File: config.mk
export PLATFORM = sky130hd
export DESIGN_NAME = cross_u_statistic_l4_cumulative_top_flat
export DESIGN_NICKNAME = d
export VERILOG_FILES = /design/src/design/cusl4c_pkg.sv /design/src/design/cusl4c_ifs.sv /design/src/design/cross_u_statistic_l4_cumulative_top.sv /design/src/flat_wrapper.sv
export VERILOG_INCLUDE_DIRS = /design/src /design/src/design
export SDC_FILE = /design/constraint.sdc
export NUM_CORES = 2
export LEC_CHECK = 0
export ABC_AREA = 1
export BUFFER_PORTS_ARGS = -buffer_cell sky130_fd_sc_hd__buf_2
export CORE_MARGIN = 2
export CORE_UTILIZATION = 48
export DETAILED_ROUTE_END_ITERATION = 12
export GPL_TIMING_DRIVEN = 0
export MAX_ROUTING_LAYER = met4
export PLACE_DENSITY_LB_ADDON = 0.25
export SYNTH_ARGS = -nofsm -noshare
export SYNTH_HDL_FRONTEND = slang
export SYNTH_SLANG_ARGS = --single-unit
File: constraint.sdc
create_clock -name clk -period 9.8 [get_ports clk]
set_input_delay 1.96 -clock clk [delete_from_list [all_inputs] [get_ports clk]]
set_output_delay 1.96 -clock clk [all_outputs]
set_load 0.03 [all_outputs]
File: src/design/cross_u_statistic_l4_cumulative_top_defines.svh
// Assertion macros used by the cross U-statistic top module.
// Needs a clock named clk and an active-low reset named arst_n in the using scope.
`ifndef CROSS_U_STATISTIC_L4_CUMULATIVE_TOP_DEFINES_SVH
`define CROSS_U_STATISTIC_L4_CUMULATIVE_TOP_DEFINES_SVH

// Check that cons holds in the same cycle as ante.
`define CUSL4C_ASSERT_IMP(name, ante, cons, msg) \
	name: assert property (@(posedge clk) disable iff (!arst_n) (ante) |-> (cons)) \
		else $error(msg);

// Check that cons holds in the cycle after ante.
`define CUSL4C_ASSERT_NXT(name, ante, cons, msg) \
	name: assert property (@(posedge clk) disable iff (!arst_n) (ante) |=> (cons)) \
		else $error(msg);

`endif

File: src/design/cusl4c_pkg.sv
// Package for the cross U-statistic block: sizes, types, register indexes, states.
// No dependencies.
`timescale 1ns / 1ps

package cusl4c_pkg;

	localparam int MAX_COLUMNS = 16;
	localparam int COL_W = (MAX_COLUMNS > 1) ? $clog2(MAX_COLUMNS) : 1;
	localparam int CNT_W = $clog2(MAX_COLUMNS + 32);

	localparam int SAMPLE_W = 8;
	localparam int CUM_W = 55;
	localparam int ROW_W = 6;
	localparam int CFG_IDX_W = 2;
	localparam int CFG_DATA_W = 6;
	localparam int COLS_CFG_W = 5;

	localparam int P1_W = 14;
	localparam int P2_W = 21;
	localparam int P3_W = 28;
	localparam int WGT_W = 38;
	localparam int DOT_W = 49;
	localparam int ACC_W = 48;
	localparam int MUL_A_W = 41;
	localparam int MUL_B_W = 22;
	localparam int INV_LO_W = 21;

	// Inverse of 3 modulo 2^WGT_W: exact division by 3 becomes a multiply.
	localparam logic [WGT_W-1:0] INV3 = 38'h2A_AAAA_AAAB;

	localparam logic [CFG_IDX_W-1:0] REG_SPLIT_ROWS = 2'd0;
	localparam logic [CFG_IDX_W-1:0] REG_COLUMNS_USED = 2'd1;

	typedef logic [COL_W-1:0] col_t;
	typedef logic [CNT_W-1:0] cnt_t;
	typedef logic [ROW_W-1:0] row_t;
	typedef logic signed [SAMPLE_W-1:0] sample_t;
	typedef logic signed [P1_W-1:0] p1_t;
	typedef logic signed [P2_W-1:0] p2_t;
	typedef logic signed [P3_W-1:0] p3_t;
	typedef logic signed [WGT_W-1:0] wgt_t;
	typedef logic signed [DOT_W-1:0] dot_t;
	typedef logic signed [ACC_W-1:0] acc_t;
	typedef logic signed [CUM_W-1:0] cum_t;
	typedef logic signed [MUL_A_W-1:0] mula_t;
	typedef logic signed [MUL_B_W-1:0] mulb_t;
	typedef logic signed [MUL_A_W+MUL_B_W-1:0] prod_t;

	typedef enum logic [3:0] {
		ST_IDLE,
		ST_SQ,
		ST_CUBE,
		ST_DOT,
		ST_ADV,
		ST_EMIT,
		ST_E_SQ,
		ST_E_CUBE,
		ST_E_P12,
		ST_E_LO,
		ST_E_HI
	} state_t;

endpackage

File: src/design/cusl4c_ifs.sv
// Handshake channel interfaces: sample input, result output, register writes.
// Depends on cusl4c_pkg.
`timescale 1ns / 1ps

interface cusl4c_in_if;
	logic valid;
	logic ready;
	logic signed [cusl4c_pkg::SAMPLE_W-1:0] sample;
	logic last_sample;
	modport source(output valid, sample, last_sample, input ready);
	modport sink(input valid, sample, last_sample, output ready);
endinterface

interface cusl4c_out_if;
	logic valid;
	logic ready;
	logic signed [cusl4c_pkg::CUM_W-1:0] cumulative;
	logic [cusl4c_pkg::ROW_W-1:0] row_count;
	logic final_row;
	modport source(output valid, cumulative, row_count, final_row, input ready);
	modport sink(input valid, cumulative, row_count, final_row, output ready);
endinterface

interface cusl4c_cfg_if;
	logic valid;
	logic ready;
	logic [cusl4c_pkg::CFG_IDX_W-1:0] index;
	logic [cusl4c_pkg::CFG_DATA_W-1:0] data;
	modport source(output valid, index, data, input ready);
	modport sink(input valid, index, data, output ready);
endinterface

File: src/design/cross_u_statistic_l4_cumulative_top.sv
// Channel   | dir | payload                                | request taken when
// samples   | in  | sample[7:0] signed, last_sample        | valid && ready
// results   | out | cumulative[54:0], row_count[5:0], final| valid && ready
// cfg       | in  | index[1:0] (0 split_rows, 1 cols), data| valid && ready (always ready)
//
// Steps: a sample is accepted, takes two multiplies before the split or one after
// it, then a row step, plus an emit step at a row end after the split.
// The row that reaches the split then forms the weights for all 16 columns; one
// shared signed 41x22 multiplier serves all of it.
// Reset: arst_n clears control, power-sum valid bits and registers to defaults.
// Stalls: a waiting result holds in the output register while the next sample
// is taken; only a second result with the first still pending holds the block.
// Depends on cusl4c_pkg, cusl4c_ifs and the assertion macro header.
`timescale 1ns / 1ps
`include "cross_u_statistic_l4_cumulative_top_defines.svh"

module cross_u_statistic_l4_cumulative_top (
	input logic clk,
	input logic arst_n,
	cusl4c_in_if.sink samples,
	cusl4c_out_if.source results,
	cusl4c_cfg_if.sink cfg
);

	// Configuration registers
	cusl4c_pkg::row_t split_q;
	logic [cusl4c_pkg::COLS_CFG_W-1:0] cols_q;

	// Sequencer and matrix-level state
	cusl4c_pkg::state_t state_q, state_d;
	cusl4c_pkg::col_t col_q;
	cusl4c_pkg::col_t ecol_q;
	cusl4c_pkg::row_t row_q;
	cusl4c_pkg::dot_t dot_q;
	cusl4c_pkg::cum_t total_q;
	logic past_q;
	logic [cusl4c_pkg::MAX_COLUMNS-1:0] pv_q;

	// Per-column stores
	cusl4c_pkg::p1_t p1_q [cusl4c_pkg::MAX_COLUMNS];
	cusl4c_pkg::p2_t p2_q [cusl4c_pkg::MAX_COLUMNS];
	cusl4c_pkg::p3_t p3_q [cusl4c_pkg::MAX_COLUMNS];
	cusl4c_pkg::wgt_t w_q [cusl4c_pkg::MAX_COLUMNS];

	// Work registers
	cusl4c_pkg::sample_t x_q;
	logic last_q;
	cusl4c_pkg::wgt_t m_q;
	cusl4c_pkg::acc_t acc_q;

	// Output register
	logic out_valid_q;
	cusl4c_pkg::cum_t out_cum_q;
	cusl4c_pkg::row_t out_row_q;
	logic out_final_q;

	// Shared multiplier
	cusl4c_pkg::mula_t mul_a;
	cusl4c_pkg::mulb_t mul_b;
	cusl4c_pkg::prod_t prod;

	// Derived control
	cusl4c_pkg::col_t rd_idx;
	cusl4c_pkg::p1_t p1_rd;
	cusl4c_pkg::p2_t p2_rd;
	cusl4c_pkg::p3_t p3_rd;
	cusl4c_pkg::cnt_t cols_eff;
	cusl4c_pkg::row_t split_eff;
	cusl4c_pkg::cnt_t col_inc;
	cusl4c_pkg::row_t row_inc;
	logic wrap;
	logic row_end;
	logic split_hit;
	logic emit_go;
	logic accept;
	logic ecol_last;

	assign samples.ready = (state_q == cusl4c_pkg::ST_IDLE);
	assign accept = samples.valid && samples.ready;
	assign cfg.ready = 1'b1;

	assign results.valid = out_valid_q;
	assign results.cumulative = out_cum_q;
	assign results.row_count = out_row_q;
	assign results.final_row = out_final_q;

	// Sweep reads the weight column, otherwise the current sample column
	assign rd_idx = (state_q == cusl4c_pkg::ST_E_SQ || state_q == cusl4c_pkg::ST_E_CUBE ||
		state_q == cusl4c_pkg::ST_E_P12) ? ecol_q : col_q;
	// A column not touched since the last clear reads as zero
	assign p1_rd = pv_q[rd_idx] ? p1_q[rd_idx] : '0;
	assign p2_rd = pv_q[rd_idx] ? p2_q[rd_idx] : '0;
	assign p3_rd = pv_q[rd_idx] ? p3_q[rd_idx] : '0;

	// Clamp the registers to their usable ranges
	always_comb begin
		if (cols_q == '0) begin
			cols_eff = cusl4c_pkg::cnt_t'(1);
		end else if (cusl4c_pkg::cnt_t'(cols_q) > cusl4c_pkg::cnt_t'(cusl4c_pkg::MAX_COLUMNS)) begin
			cols_eff = cusl4c_pkg::cnt_t'(cusl4c_pkg::MAX_COLUMNS);
		end else begin
			cols_eff = cusl4c_pkg::cnt_t'(cols_q);
		end
	end
	assign split_eff = (split_q == '0) ? cusl4c_pkg::row_t'(1) : split_q;

	assign col_inc = cusl4c_pkg::cnt_t'(col_q) + cusl4c_pkg::cnt_t'(1);
	assign wrap = (col_inc >= cols_eff);
	assign row_end = wrap || last_q;
	assign row_inc = (row_q != '1) ? row_q + cusl4c_pkg::row_t'(1) : row_q;
	assign split_hit = (row_inc >= split_eff);
	assign emit_go = !out_valid_q || results.ready;
	assign ecol_last = (ecol_q == cusl4c_pkg::col_t'(cusl4c_pkg::MAX_COLUMNS - 1));

	// Operand select for the shared multiplier
	always_comb begin
		mul_a = '0;
		mul_b = '0;
		case (state_q)
			cusl4c_pkg::ST_SQ: begin
				mul_a = cusl4c_pkg::mula_t'(x_q);
				mul_b = cusl4c_pkg::mulb_t'(x_q);
			end
			cusl4c_pkg::ST_CUBE: begin
				mul_a = cusl4c_pkg::mula_t'(m_q);
				mul_b = cusl4c_pkg::mulb_t'(x_q);
			end
			cusl4c_pkg::ST_DOT: begin
				mul_a = cusl4c_pkg::mula_t'(w_q[col_q]);
				mul_b = cusl4c_pkg::mulb_t'(x_q);
			end
			cusl4c_pkg::ST_E_SQ: begin
				mul_a = cusl4c_pkg::mula_t'(p1_rd);
				mul_b = cusl4c_pkg::mulb_t'(p1_rd);
			end
			cusl4c_pkg::ST_E_CUBE: begin
				mul_a = cusl4c_pkg::mula_t'(m_q);
				mul_b = cusl4c_pkg::mulb_t'(p1_rd);
			end
			cusl4c_pkg::ST_E_P12: begin
				mul_a = cusl4c_pkg::mula_t'(p2_rd);
				mul_b = cusl4c_pkg::mulb_t'(p1_rd);
			end
			cusl4c_pkg::ST_E_LO: begin
				mul_a = cusl4c_pkg::mula_t'({1'b0, acc_q[cusl4c_pkg::WGT_W:1]});
				mul_b = cusl4c_pkg::mulb_t'({1'b0, cusl4c_pkg::INV3[cusl4c_pkg::INV_LO_W-1:0]});
			end
			cusl4c_pkg::ST_E_HI: begin
				mul_a = cusl4c_pkg::mula_t'({1'b0, acc_q[cusl4c_pkg::WGT_W:1]});
				mul_b = cusl4c_pkg::mulb_t'({1'b0,
					cusl4c_pkg::INV3[cusl4c_pkg::WGT_W-1:cusl4c_pkg::INV_LO_W]});
			end
			default: begin
				mul_a = '0;
				mul_b = '0;
			end
		endcase
	end
	assign prod = mul_a * mul_b;

	// Next state
	always_comb begin
		state_d = state_q;
		case (state_q)
			cusl4c_pkg::ST_IDLE: begin
				if (samples.valid) begin
					state_d = past_q ? cusl4c_pkg::ST_DOT : cusl4c_pkg::ST_SQ;
				end
			end
			cusl4c_pkg::ST_SQ: state_d = cusl4c_pkg::ST_CUBE;
			cusl4c_pkg::ST_CUBE: state_d = cusl4c_pkg::ST_ADV;
			cusl4c_pkg::ST_DOT: state_d = cusl4c_pkg::ST_ADV;
			cusl4c_pkg::ST_ADV: begin
				if (!row_end) begin
					state_d = cusl4c_pkg::ST_IDLE;
				end else if (past_q) begin
					state_d = cusl4c_pkg::ST_EMIT;
				end else if (!last_q && split_hit) begin
					state_d = cusl4c_pkg::ST_E_SQ;
				end else begin
					state_d = cusl4c_pkg::ST_IDLE;
				end
			end
			cusl4c_pkg::ST_EMIT: begin
				if (emit_go) begin
					state_d = cusl4c_pkg::ST_IDLE;
				end
			end
			cusl4c_pkg::ST_E_SQ: state_d = cusl4c_pkg::ST_E_CUBE;
			cusl4c_pkg::ST_E_CUBE: state_d = cusl4c_pkg::ST_E_P12;
			cusl4c_pkg::ST_E_P12: state_d = cusl4c_pkg::ST_E_LO;
			cusl4c_pkg::ST_E_LO: state_d = cusl4c_pkg::ST_E_HI;
			cusl4c_pkg::ST_E_HI: begin
				state_d = ecol_last ? cusl4c_pkg::ST_IDLE : cusl4c_pkg::ST_E_SQ;
			end
			default: state_d = cusl4c_pkg::ST_IDLE;
		endcase
	end

	always_ff @(posedge clk or negedge arst_n) begin
		if (!arst_n) begin
			state_q <= cusl4c_pkg::ST_IDLE;
		end else begin
			state_q <= state_d;
		end
	end

	// Configuration writes
	always_ff @(posedge clk or negedge arst_n) begin
		if (!arst_n) begin
			split_q <= cusl4c_pkg::row_t'(1);
			cols_q <= cusl4c_pkg::COLS_CFG_W'(16);
		end else if (cfg.valid) begin
			case (cfg.index)
				cusl4c_pkg::REG_SPLIT_ROWS: split_q <= cfg.data[cusl4c_pkg::ROW_W-1:0];
				cusl4c_pkg::REG_COLUMNS_USED: cols_q <= cfg.data[cusl4c_pkg::COLS_CFG_W-1:0];
				default: ;
			endcase
		end
	end

	// Control and matrix state
	always_ff @(posedge clk or negedge arst_n) begin
		if (!arst_n) begin
			col_q <= '0;
			ecol_q <= '0;
			row_q <= '0;
			dot_q <= '0;
			total_q <= '0;
			past_q <= 1'b0;
			pv_q <= '0;
			out_valid_q <= 1'b0;
		end else begin
			// load a new result from the emit step, else drop the one taken
			if (state_q == cusl4c_pkg::ST_EMIT && emit_go) begin
				out_valid_q <= 1'b1;
			end else if (results.ready) begin
				out_valid_q <= 1'b0;
			end
			case (state_q)
				cusl4c_pkg::ST_CUBE: begin
					pv_q[col_q] <= 1'b1;
				end
				cusl4c_pkg::ST_DOT: begin
					dot_q <= dot_q + prod[cusl4c_pkg::DOT_W-1:0];
				end
				cusl4c_pkg::ST_ADV: begin
					if (!row_end) begin
						// advance to the next column of this row
						col_q <= col_inc[cusl4c_pkg::COL_W-1:0];
					end else if (past_q) begin
						// fold the row into the running total; emit next cycle
						col_q <= '0;
						total_q <= total_q + cusl4c_pkg::cum_t'(dot_q);
						dot_q <= '0;
						row_q <= row_inc;
					end else if (last_q) begin
						// matrix ended before the split: drop everything
						col_q <= '0;
						row_q <= '0;
						dot_q <= '0;
						total_q <= '0;
						pv_q <= '0;
					end else begin
						col_q <= '0;
						row_q <= split_hit ? '0 : row_inc;
						ecol_q <= '0;
					end
				end
				cusl4c_pkg::ST_EMIT: begin
					if (emit_go && last_q) begin
						col_q <= '0;
						row_q <= '0;
						dot_q <= '0;
						total_q <= '0;
						past_q <= 1'b0;
						pv_q <= '0;
					end
				end
				cusl4c_pkg::ST_E_HI: begin
					if (ecol_last) begin
						past_q <= 1'b1;
					end else begin
						ecol_q <= ecol_q + cusl4c_pkg::col_t'(1);
					end
				end
				default: ;
			endcase
		end
	end

	// Payload and per-column stores
	always_ff @(posedge clk) begin
		if (accept) begin
			x_q <= samples.sample;
			last_q <= samples.last_sample;
		end
		case (state_q)
			cusl4c_pkg::ST_SQ: begin
				m_q <= prod[cusl4c_pkg::WGT_W-1:0];
			end
			cusl4c_pkg::ST_CUBE: begin
				// power sums of the current column
				p1_q[col_q] <= p1_rd + cusl4c_pkg::p1_t'(x_q);
				p2_q[col_q] <= p2_rd + m_q[cusl4c_pkg::P2_W-1:0];
				p3_q[col_q] <= p3_rd + prod[cusl4c_pkg::P3_W-1:0];
			end
			cusl4c_pkg::ST_E_SQ: begin
				m_q <= prod[cusl4c_pkg::WGT_W-1:0];
			end
			cusl4c_pkg::ST_E_CUBE: begin
				// p1^3 + 2*p3
				acc_q <= prod[cusl4c_pkg::ACC_W-1:0] + (cusl4c_pkg::acc_t'(p3_rd) <<< 1);
			end
			cusl4c_pkg::ST_E_P12: begin
				// minus 3*p1*p2
				acc_q <= acc_q - prod[cusl4c_pkg::ACC_W-1:0]
					- {prod[cusl4c_pkg::ACC_W-2:0], 1'b0};
			end
			cusl4c_pkg::ST_E_LO: begin
				m_q <= prod[cusl4c_pkg::WGT_W-1:0];
			end
			cusl4c_pkg::ST_E_HI: begin
				// numerator is even and a multiple of 3: halve, then times inverse of 3
				w_q[ecol_q] <= m_q + {prod[cusl4c_pkg::WGT_W-cusl4c_pkg::INV_LO_W-1:0],
					cusl4c_pkg::INV_LO_W'(0)};
			end
			cusl4c_pkg::ST_EMIT: begin
				if (emit_go) begin
					out_cum_q <= total_q;
					out_row_q <= row_q;
					out_final_q <= last_q;
				end
			end
			default: ;
		endcase
	end

	`CUSL4C_ASSERT_IMP(a_emit_src, $rose(out_valid_q), $past(state_q) == cusl4c_pkg::ST_EMIT, "result raised outside emit")
	`CUSL4C_ASSERT_NXT(a_accept_path, accept, (state_q == cusl4c_pkg::ST_SQ && !past_q) || (state_q == cusl4c_pkg::ST_DOT && past_q), "sample took wrong path")
	`CUSL4C_ASSERT_IMP(a_sweep_pre, state_q == cusl4c_pkg::ST_E_SQ, !past_q, "weight sweep after split")
	`CUSL4C_ASSERT_NXT(a_sweep_done, state_q == cusl4c_pkg::ST_E_HI && ecol_last, past_q && state_q == cusl4c_pkg::ST_IDLE, "sweep end did not pass split")

endmodule
File: src/flat_wrapper.sv
// flat-port wrapper written by rule: the top's interface ports become plain ports
module cross_u_statistic_l4_cumulative_top_flat 
  (clk, arst_n, samples_valid, samples_sample, samples_last_sample, samples_ready, results_valid, results_cumulative, results_row_count, results_final_row, results_ready, cfg_valid, cfg_index, cfg_data, cfg_ready);
  cusl4c_in_if samples_i ();
  cusl4c_out_if results_i ();
  cusl4c_cfg_if cfg_i ();
  input logic clk;
  input logic arst_n;
  input wire logic [$bits(samples_i.valid)-1:0] samples_valid;
  input wire logic [$bits(samples_i.sample)-1:0] samples_sample;
  input wire logic [$bits(samples_i.last_sample)-1:0] samples_last_sample;
  output wire logic [$bits(samples_i.ready)-1:0] samples_ready;
  output wire logic [$bits(results_i.valid)-1:0] results_valid;
  output wire logic [$bits(results_i.cumulative)-1:0] results_cumulative;
  output wire logic [$bits(results_i.row_count)-1:0] results_row_count;
  output wire logic [$bits(results_i.final_row)-1:0] results_final_row;
  input wire logic [$bits(results_i.ready)-1:0] results_ready;
  input wire logic [$bits(cfg_i.valid)-1:0] cfg_valid;
  input wire logic [$bits(cfg_i.index)-1:0] cfg_index;
  input wire logic [$bits(cfg_i.data)-1:0] cfg_data;
  output wire logic [$bits(cfg_i.ready)-1:0] cfg_ready;
  assign samples_i.valid = samples_valid;
  assign samples_i.sample = samples_sample;
  assign samples_i.last_sample = samples_last_sample;
  assign samples_ready = samples_i.ready;
  assign results_valid = results_i.valid;
  assign results_cumulative = results_i.cumulative;
  assign results_row_count = results_i.row_count;
  assign results_final_row = results_i.final_row;
  assign results_i.ready = results_ready;
  assign cfg_i.valid = cfg_valid;
  assign cfg_i.index = cfg_index;
  assign cfg_i.data = cfg_data;
  assign cfg_ready = cfg_i.ready;
  cross_u_statistic_l4_cumulative_top u_core (.clk(clk), .arst_n(arst_n), .samples(samples_i), .results(results_i), .cfg(cfg_i));
endmodule
# --- Word level (Yosys, flattened, before mapping) ---
# Memory sizes are Yosys's and may differ from the RTL's.
# Index checks and enable logic that the tools add are counted.
word_totals:
  input_bits: 22
  n_memories: 4
  mem_bits_rw: 1616
  out_inout_bits: 65
  elab_cells: 165
  reg_bits: 308
mem_list:
  columns: ["memory", "depth", "word_bits", "rd", "rd_clocked_by_memory_dff", "write_ports", "line", "text"]
  rows:
  - ["u_core.w_q", 16, 38, 1, 0, 1, "cross_u_statistic_l4_cumulative_top.sv:43", "cusl4c_pkg::wgt_t w_q [cusl4c_pkg::MAX_COLUMNS];"]
  - ["u_core.p3_q", 16, 28, 1, 0, 1, "cross_u_statistic_l4_cumulative_top.sv:42", "cusl4c_pkg::p3_t p3_q [cusl4c_pkg::MAX_COLUMNS];"]
  - ["u_core.p2_q", 16, 21, 1, 0, 1, "cross_u_statistic_l4_cumulative_top.sv:41", "cusl4c_pkg::p2_t p2_q [cusl4c_pkg::MAX_COLUMNS];"]
  - ["u_core.p1_q", 16, 14, 1, 0, 1, "cross_u_statistic_l4_cumulative_top.sv:40", "cusl4c_pkg::p1_t p1_q [cusl4c_pkg::MAX_COLUMNS];"]
op_classes:
  order_cmp: 6
  addsub: 12
  mux: 61
  eq_ne: 23
  multipliers: 1
  bitwise: 1
  reduce_logical: 39
ops:
  columns: ["op", "n"]
  rows:
  - ["41-bit case mux with 6 select lines", 1]
  - ["55-bit two-way mux", 4]
  - ["49-bit two-way mux", 4]
  - ["49-bit case mux with 3 select lines", 1]
  - ["55-bit case mux with 2 select lines", 1]
  - ["48-bit case mux with 2 select lines", 1]
  - ["48-bit subtractor", 2]
  - ["22-bit case mux with 4 select lines", 1]
  - ["16-bit two-way mux", 4]
  - ["55-bit by 49-bit adder with 55-bit output", 1]
  - ["49-bit adder", 1]
  - ["41-bit by 22-bit multiplier with 49-bit output", 1]
  - ["48-bit by 29-bit adder with 48-bit output", 1]
  - ["16-bit case mux with 3 select lines", 1]
  - ["4-bit two-way mux", 11]
  - ["6-bit two-way mux", 7]
  - ["4-bit case mux with 10 select lines", 1]
  - ["38-bit adder", 1]
  - ["28-bit adder", 1]
  - ["28-bit two-way mux", 1]
  - ["21-bit adder", 1]
  - ["21-bit two-way mux", 1]
  - ["4-bit by 3-bit equality test with 1-bit output, second input constant", 4]
  - ["4-bit equality test, second input constant", 4]
  - ["other kinds (42)", 87]

# --- Depth between registers and ports, before layout ---
logic_depth:
  depth_word: 12
  ltp_mapped: 66

# --- Worst setup path before layout ---
# OpenSTA, ideal clock, no wires.
synth_timing:
  kind: "reg2reg"
  start: "register u_core.state_q[1]"
  end: "register u_core.acc_q[36] (data pin)"
  n_path_buf: 7
  slack_ps: -721
  arrival_time_ps: 10265
  setup_ps: 256
  stages_incl_launch_ff: 61
  cell_sequence: "dfrtp_1 -> nor2_2 -> nand2_4 -> nand2_4 -> buf_6 -> nand2_4 -> nand2_4 -> buf_6 -> buf_6 -> buf_6 -> buf_4 -> buf_4 -> nand2_1 -> nand3_1 -> nand3_1 -> a31o_2 -> a31oi_1 -> nand2_1 -> [25 not listed] -> or2_2 -> nand2_1 -> inv_1 -> ha_1 -> ha_1 -> nand2_1 -> nor2_1 -> inv_1 -> o221ai_1 -> a21oi_1 -> nor3_1 -> nor2_1 -> o21ai_0 -> nand3_1 -> nand2_1 -> a21oi_1 -> o21ai_0 -> nand2_1"
synth_via:
  elab_chain_len: 12
  elab_cells_between_ends: 30
  cone_classes: "add/sub (3); mul (1); eq/ne (8); mux (9); reduce/logical (6); memory (3)"
synth_rtl:
  columns: ["item", "line", "text"]
  rows:
  - ["from (decl)", "cross_u_statistic_l4_cumulative_top.sv:30", "cusl4c_pkg::state_t state_q, state_d;"]
  - ["from (signal assigned)", "cross_u_statistic_l4_cumulative_top.sv:202", "state_q <= cusl4c_pkg::ST_IDLE;"]
  - ["from (signal assigned)", "cross_u_statistic_l4_cumulative_top.sv:204", "state_q <= state_d;"]
  - ["4-bit by 3-bit equality test with 1-bit output", "cross_u_statistic_l4_cumulative_top.sv:88, cross_u_statistic_l4_cumulative_top.sv:119", null]
  - ["1-bit logical OR (2 in a row)", "cross_u_statistic_l4_cumulative_top.sv:88", "assign rd_idx = (state_q == cusl4c_pkg::ST_E_SQ || state_q == cusl4c_pkg::ST_E_CUBE ||"]
  - ["4-bit two-way mux", "cross_u_statistic_l4_cumulative_top.sv:89", "state_q == cusl4c_pkg::ST_E_P12) ? ecol_q : col_q;"]
  - ["1-bit binary-select mux with 4-bit select", "cross_u_statistic_l4_cumulative_top.sv:91, cross_u_statistic_l4_cumulative_top.sv:92", null]
  - ["1-bit two-way mux (implied by the code)", "cross_u_statistic_l4_cumulative_top.sv:91, cross_u_statistic_l4_cumulative_top.sv:92", null]
  - ["21-bit two-way mux or 14-bit two-way mux (tied branches)", "cross_u_statistic_l4_cumulative_top.sv:92, cross_u_statistic_l4_cumulative_top.sv:91", null]
  - ["41-bit case mux with 6 select lines or 22-bit case mux with 4 select lines (tied branches)", "cross_u_statistic_l4_cumulative_top.sv:119", "case (state_q)"]
  - ["41-bit by 22-bit multiplier with 49-bit output (*)", "cross_u_statistic_l4_cumulative_top.sv:159", "assign prod = mul_a * mul_b;"]
  - ["net u_core.prod[27]", "cross_u_statistic_l4_cumulative_top.sv:60", "cusl4c_pkg::prod_t prod;"]
  - ["48-bit subtractor", "cross_u_statistic_l4_cumulative_top.sv:317", "acc_q <= acc_q - prod[cusl4c_pkg::ACC_W-1:0]"]
  - ["48-bit subtractor", "cross_u_statistic_l4_cumulative_top.sv:318", "- {prod[cusl4c_pkg::ACC_W-2:0], 1'b0};"]
  - ["48-bit case mux with 2 select lines (*)", "cross_u_statistic_l4_cumulative_top.sv:298", "case (state_q)"]
  - ["to (signal assigned)", "cross_u_statistic_l4_cumulative_top.sv:313", "acc_q <= prod[cusl4c_pkg::ACC_W-1:0] + (cusl4c_pkg::acc_t'(p3_rd) <<< 1);"]
  - ["to (signal assigned)", "cross_u_statistic_l4_cumulative_top.sv:317", null]
  - ["to (decl)", "cross_u_statistic_l4_cumulative_top.sv:49", "cusl4c_pkg::acc_t acc_q;"]
# Mark *: on every way through the listed nets, which the timed path passes. The rest lies on a longest branch. The select of a mux whose other input is x is not followed.
# A chain may end at the register's enable or synchronous reset.

# --- Worst setup path after layout ---
layout_timing:
  start: "register u_core.col_q[0]"
  end: "register u_core.dot_q[48]"
layout_via:
  elab_chain_len: 8
  elab_cells_between_ends: 18
  cone_classes: "add/sub (2); mul (1); order compare (1); eq/ne (1); mux (8); reduce/logical (2); memory (3)"
layout_rtl:
  columns: ["item", "line", "text"]
  rows:
  - ["from (decl)", "cross_u_statistic_l4_cumulative_top.sv:31", "cusl4c_pkg::col_t col_q;"]
  - ["from (signal assigned)", "cross_u_statistic_l4_cumulative_top.sv:250", "col_q <= col_inc[cusl4c_pkg::COL_W-1:0];"]
  - ["4-bit two-way mux", "cross_u_statistic_l4_cumulative_top.sv:89", null]
  - ["1-bit binary-select mux with 4-bit select", "cross_u_statistic_l4_cumulative_top.sv:91, cross_u_statistic_l4_cumulative_top.sv:92", null]
  - ["1-bit two-way mux (implied by the code)", "cross_u_statistic_l4_cumulative_top.sv:91, cross_u_statistic_l4_cumulative_top.sv:92", null]
  - ["21-bit two-way mux or 14-bit two-way mux (tied branches)", "cross_u_statistic_l4_cumulative_top.sv:92, cross_u_statistic_l4_cumulative_top.sv:91", null]
  - ["41-bit case mux with 6 select lines or 22-bit case mux with 4 select lines (tied branches)", "cross_u_statistic_l4_cumulative_top.sv:119", null]
  - ["41-bit by 22-bit multiplier with 49-bit output", "cross_u_statistic_l4_cumulative_top.sv:159", null]
  - ["49-bit adder", "cross_u_statistic_l4_cumulative_top.sv:245", "dot_q <= dot_q + prod[cusl4c_pkg::DOT_W-1:0];"]
  - ["49-bit case mux with 3 select lines", "cross_u_statistic_l4_cumulative_top.sv:240", "case (state_q)"]
  - ["to (signal assigned)", "cross_u_statistic_l4_cumulative_top.sv:245", null]
  - ["to (decl)", "cross_u_statistic_l4_cumulative_top.sv:34", "cusl4c_pkg::dot_t dot_q;"]
# Several ways; a longest one is shown, not always the timed one. The select of a mux whose other input is x is not followed.

==> impl_metrics.ini <==
[setup_path]
most_common_cell_on_crit_path = sky130_fd_sc_hd__nand2_1
timing.rr.end = u_core.dot_q[48]
category_of_the_worst_setup_path_capture_point = register
worst_path_max_delay_cell = sky130_fd_sc_hd__fa_1
timing.critical_path.slowest_cell_delay_ns = 0.58
worst_path_dominant_cell_family = adder cells
worstPathArrival_ns = 12.35
worst-r2r-setup-slack_ns = -1.77
critical_path.n_buffers_inverters = 14
required_ns = 10.59
critical_path.startpoint_type = register
critical_path.max_fanout = 10
worst_r2r_startpoint = u_core.col_q[0]
r2r_cells = 56
critical_path_class = register to register

[layout]
areaGrowthSynthToFinish_pct = 19.5
multi_input_comb_area_mm2 = 0.0535
final_core_utilization_pct = 57.7
num-nets-final = 13100
filler_cell_count = 19500
final_layout_size_suffix_gt1_share_pct = 15.6
sequential_standard_cell_area_mm2 = 0.0568
postLayoutCellArea_mm2 = 0.136

[clock_network]
clockRootBuffer = sky130_fd_sc_hd__clkbuf_16
worst_setup_hold_path_clk_slew_ns = 0.07
numCtsBuffers = 186
cts.path.max_buffers = 3
tritoncts_clock_tree = yes
cts_hold_buffers = 0
clock_tree.htree_level_count = 4
worst_skew_pair.late_latency_ns = 0.89
tritoncts_num_sinks = 1915

[synthesis]
synth_flop_cell = sky130_fd_sc_hd__edfxtp_1
synth_async_sr_flop_share_pct = 7.89
synthDistinctLibCells = 67
netlist_area_mm2 = 0.114
yosysWarningCount = 0
post_synth_inst_count = 11200
synth_edf_count = 1764
post_synth.cell_area_avg_um2 = 10.2
synthesis.nets = 12400
share_of_synthesized_area_occupied_by_flip_flops_and_latches_pct = 49.8
postSynthRegisterBits = 1915

[grt]
grt.total_usage_pct = 33.1
grt_antenna_before_repair = 10
number_of_global_route_vias_before_repair = 86900
grt_remaining_overflow = 0
first_pass_grt_wire_length_um = 574000
grt_start_max_net_pins = 102

[die]
rows = 178
num_io_pins = 87
die_height_um = 491
die-width_um = 491
core_area_mm2 = 0.236
initial_utilization_pct = 48.3
overall_die_area_mm2 = 0.241

[sta]
max_slew_margin_pct = 5.95
period_needed_ns = 11.57
timing.final.ws_setup_ns = -1.77
final-hold-violation-count = 0
timing.final.crit_share_pct = 118
max_clock_freq_mhz = 86.4
report.final.slew_viol_count = 0
setup_viol_count_final = 418
final.setup_skew_ns = 0.0849
hold_ws_ns = 0.459
least_margin_pin_slew_ns = 1.41
grt_setup_unrepaired = yes

[drt]
route.detailed.wl_per_inst_um = 26.1
dr_total_vias = 89500
dr.first_iter.drc_count = 10400
final_routed_drc_violation_total = 0
route.detailed.vias_per_inst = 5.86
dr.pass1.iters = 6
drt-total-wl_um = 399000
ant_nets = 0

[min_path]
min_path_type = register to register
holdPathStages = 0
hold_path.startpoint = u_core.row_q[3]
worst_hold_endpoint = u_core.results.row_count[3]

[place]
routabilityCongestion = 1.04
hpwlAfterDp_um = 293000
place_worst_setup_slack_ns = -5.17
port_buffers = 85
placed_area_mm2 = 0.122

[job]
maxCapViolCount = 0

[run_status]
outcome = finished with violations
violations_in_the_final_reports = negative setup slack
[cells in the final DEF, fill, tap and decap left out, drive strengths merged, types with 7 or more instances in the layout]
master	instances
diode	11
a21o	14
o21a	31
a31oi	107
xor2	146
o21bai	20
inv	1526
a31o	59
a211oi	7
clkinvlp	14
o21ai	650
a22oi	10
o211ai	25
a22o	29
xnor2	77
a21boi	12
nor3	36
ha	436
o22ai	152
fa	728
nand3	920
o31ai	15
nor2	640
clkbuf	481
a21oi	467
or2	16
nand2	2554
buf	802
clkinv	75
nand4	46
dfrtp	149
edfxtp	1764
a221oi	27
bufinv	15
a41oi	8
o2111ai	14
[layer usage]
layer / part of all wire [%] / vias to the layer above / global-route usage, %
met2: 46 / 5096 / 51.4
met5: 0 / - / -
met4: 5.9 / 0 / 16.3
li1: - / 39000 / -
met3: 11 / 1105 / 7.00
met1: 37 / 44300 / 41.4
[how the worst max path moves through the flow]
stage	startpoint	endpoint	slack [ns]	depth (start not counted)
CTS	u_core.col_q[0]	u_core.dot_q[48]	-1.52	57
global placement	u_core.state_q[3]	u_core.p3_q[12][27]	-5.38	42
detailed placement	u_core.col_q[0]	u_core.dot_q[48]	-5.17	47
global route	u_core.state_q[2]	u_core.dot_q[48]	-2.15	55
finish	u_core.col_q[0]	u_core.dot_q[48]	-1.77	56
floorplan	u_core.state_q[1]	u_core.acc_q[36]	-0.19	55
[Yosys cell counts (31+ instances only)]
| cell type | instances | area share, % |
|---|---|---|
| sky130_fd_sc_hd__buf_2 | 117 | 0.51 |
| sky130_fd_sc_hd__dfrtp_1 | 149 | 3.3 |
| sky130_fd_sc_hd__nand2_1 | 2538 | 8.4 |
| sky130_fd_sc_hd__o21ai_0 | 641 | 2.8 |
| sky130_fd_sc_hd__o22ai_1 | 152 | 0.84 |
| sky130_fd_sc_hd__xor2_1 | 146 | 1.1 |
| sky130_fd_sc_hd__nand4_1 | 44 | 0.24 |
| sky130_fd_sc_hd__nand3_1 | 908 | 4.0 |
| sky130_fd_sc_hd__buf_4 | 66 | 0.44 |
| sky130_fd_sc_hd__ha_1 | 436 | 4.8 |
| sky130_fd_sc_hd__inv_1 | 1511 | 5.0 |
| sky130_fd_sc_hd__o21a_1 | 31 | 0.20 |
| sky130_fd_sc_hd__edfxtp_1 | 1764 | 47 |
| sky130_fd_sc_hd__xnor2_1 | 76 | 0.58 |
| sky130_fd_sc_hd__a21oi_1 | 467 | 2.1 |
| sky130_fd_sc_hd__buf_1 | 48 | 0.16 |
| sky130_fd_sc_hd__a31o_2 | 59 | 0.45 |
| sky130_fd_sc_hd__clkbuf_1 | 245 | 0.81 |
| sky130_fd_sc_hd__nor2_1 | 636 | 2.1 |
| sky130_fd_sc_hd__a31oi_1 | 105 | 0.58 |
| sky130_fd_sc_hd__nor3_1 | 36 | 0.16 |
| sky130_fd_sc_hd__fa_1 | 728 | 13 |
[worst register-to-register path, delay by kind of cell (launching register included)]
family / cells / cell delay [ns]
and+or+nand+nor: 23 / 2.90
AOI/OAI and AO/OA: 9 / 1.38
xor gates and xnor gates: 1 / 0.36
buffers and inverters: 14 / 2.00
adders and majority gates: 9 / 4.31
DFF: 1 / 0.55
[sequential cells by signal (all words and copies together), names as in the netlist, 39 cells and up]
name                       flops
u_core.acc_q                  39
u_core.dot_q                  49
u_core.p1_q                  224
u_core.p2_q                  336
u_core.p3_q                  448
u_core.results.cumulative     55
u_core.total_q                55
u_core.w_q                   608
[timing repair]
item / 4_1_cts / 5_1_grt
pin swaps: 112 / 162
cloned: 2 / 14
setup buffers: 174 / 109
setup endpoints to repair: 669 / 525
gates resized for setup: 862 / 437
[through the flow]
step,setup TNS [ns],instances
detailed placement,-2056.73,14600
global placement,-6303.28,14400
finish,-300.08,15300
global route,-420.67,15300
CTS,-276.53,15100
floorplan,-0.430,11200
[cell type report]
cell class / instances / area share, %
antenna: 11 / 0.0202
buffer: 481 / 2.87
clock buffer: 242 / 3.62
clock inverter: 104 / 0.885
inverter: 1526 / 4.24
multi-input combinational: 7276 / 39.4
sequential: 1915 / 41.7
tap: 3150 / 2.90
timing repair buffer: 562 / 4.36
[kinds of logic after synthesis]
group / Yosys count / share of synthesized area [%]
flip-flops: 1915 / 49.8
other: 1 / 0.00329
XOR/XNOR: 223 / 1.72
AND/OR/NAND/NOR: 4228 / 15.4
AO/OA/AOI/OAI: 1660 / 8.42
buffers and inverters: 2013 / 7.06
adder cells (fa/ha/maj): 1164 / 17.6
Power is left out: the tool's default activity adds up to more than one toggle a clock period on the data nets, which glitch-free logic cannot reach.
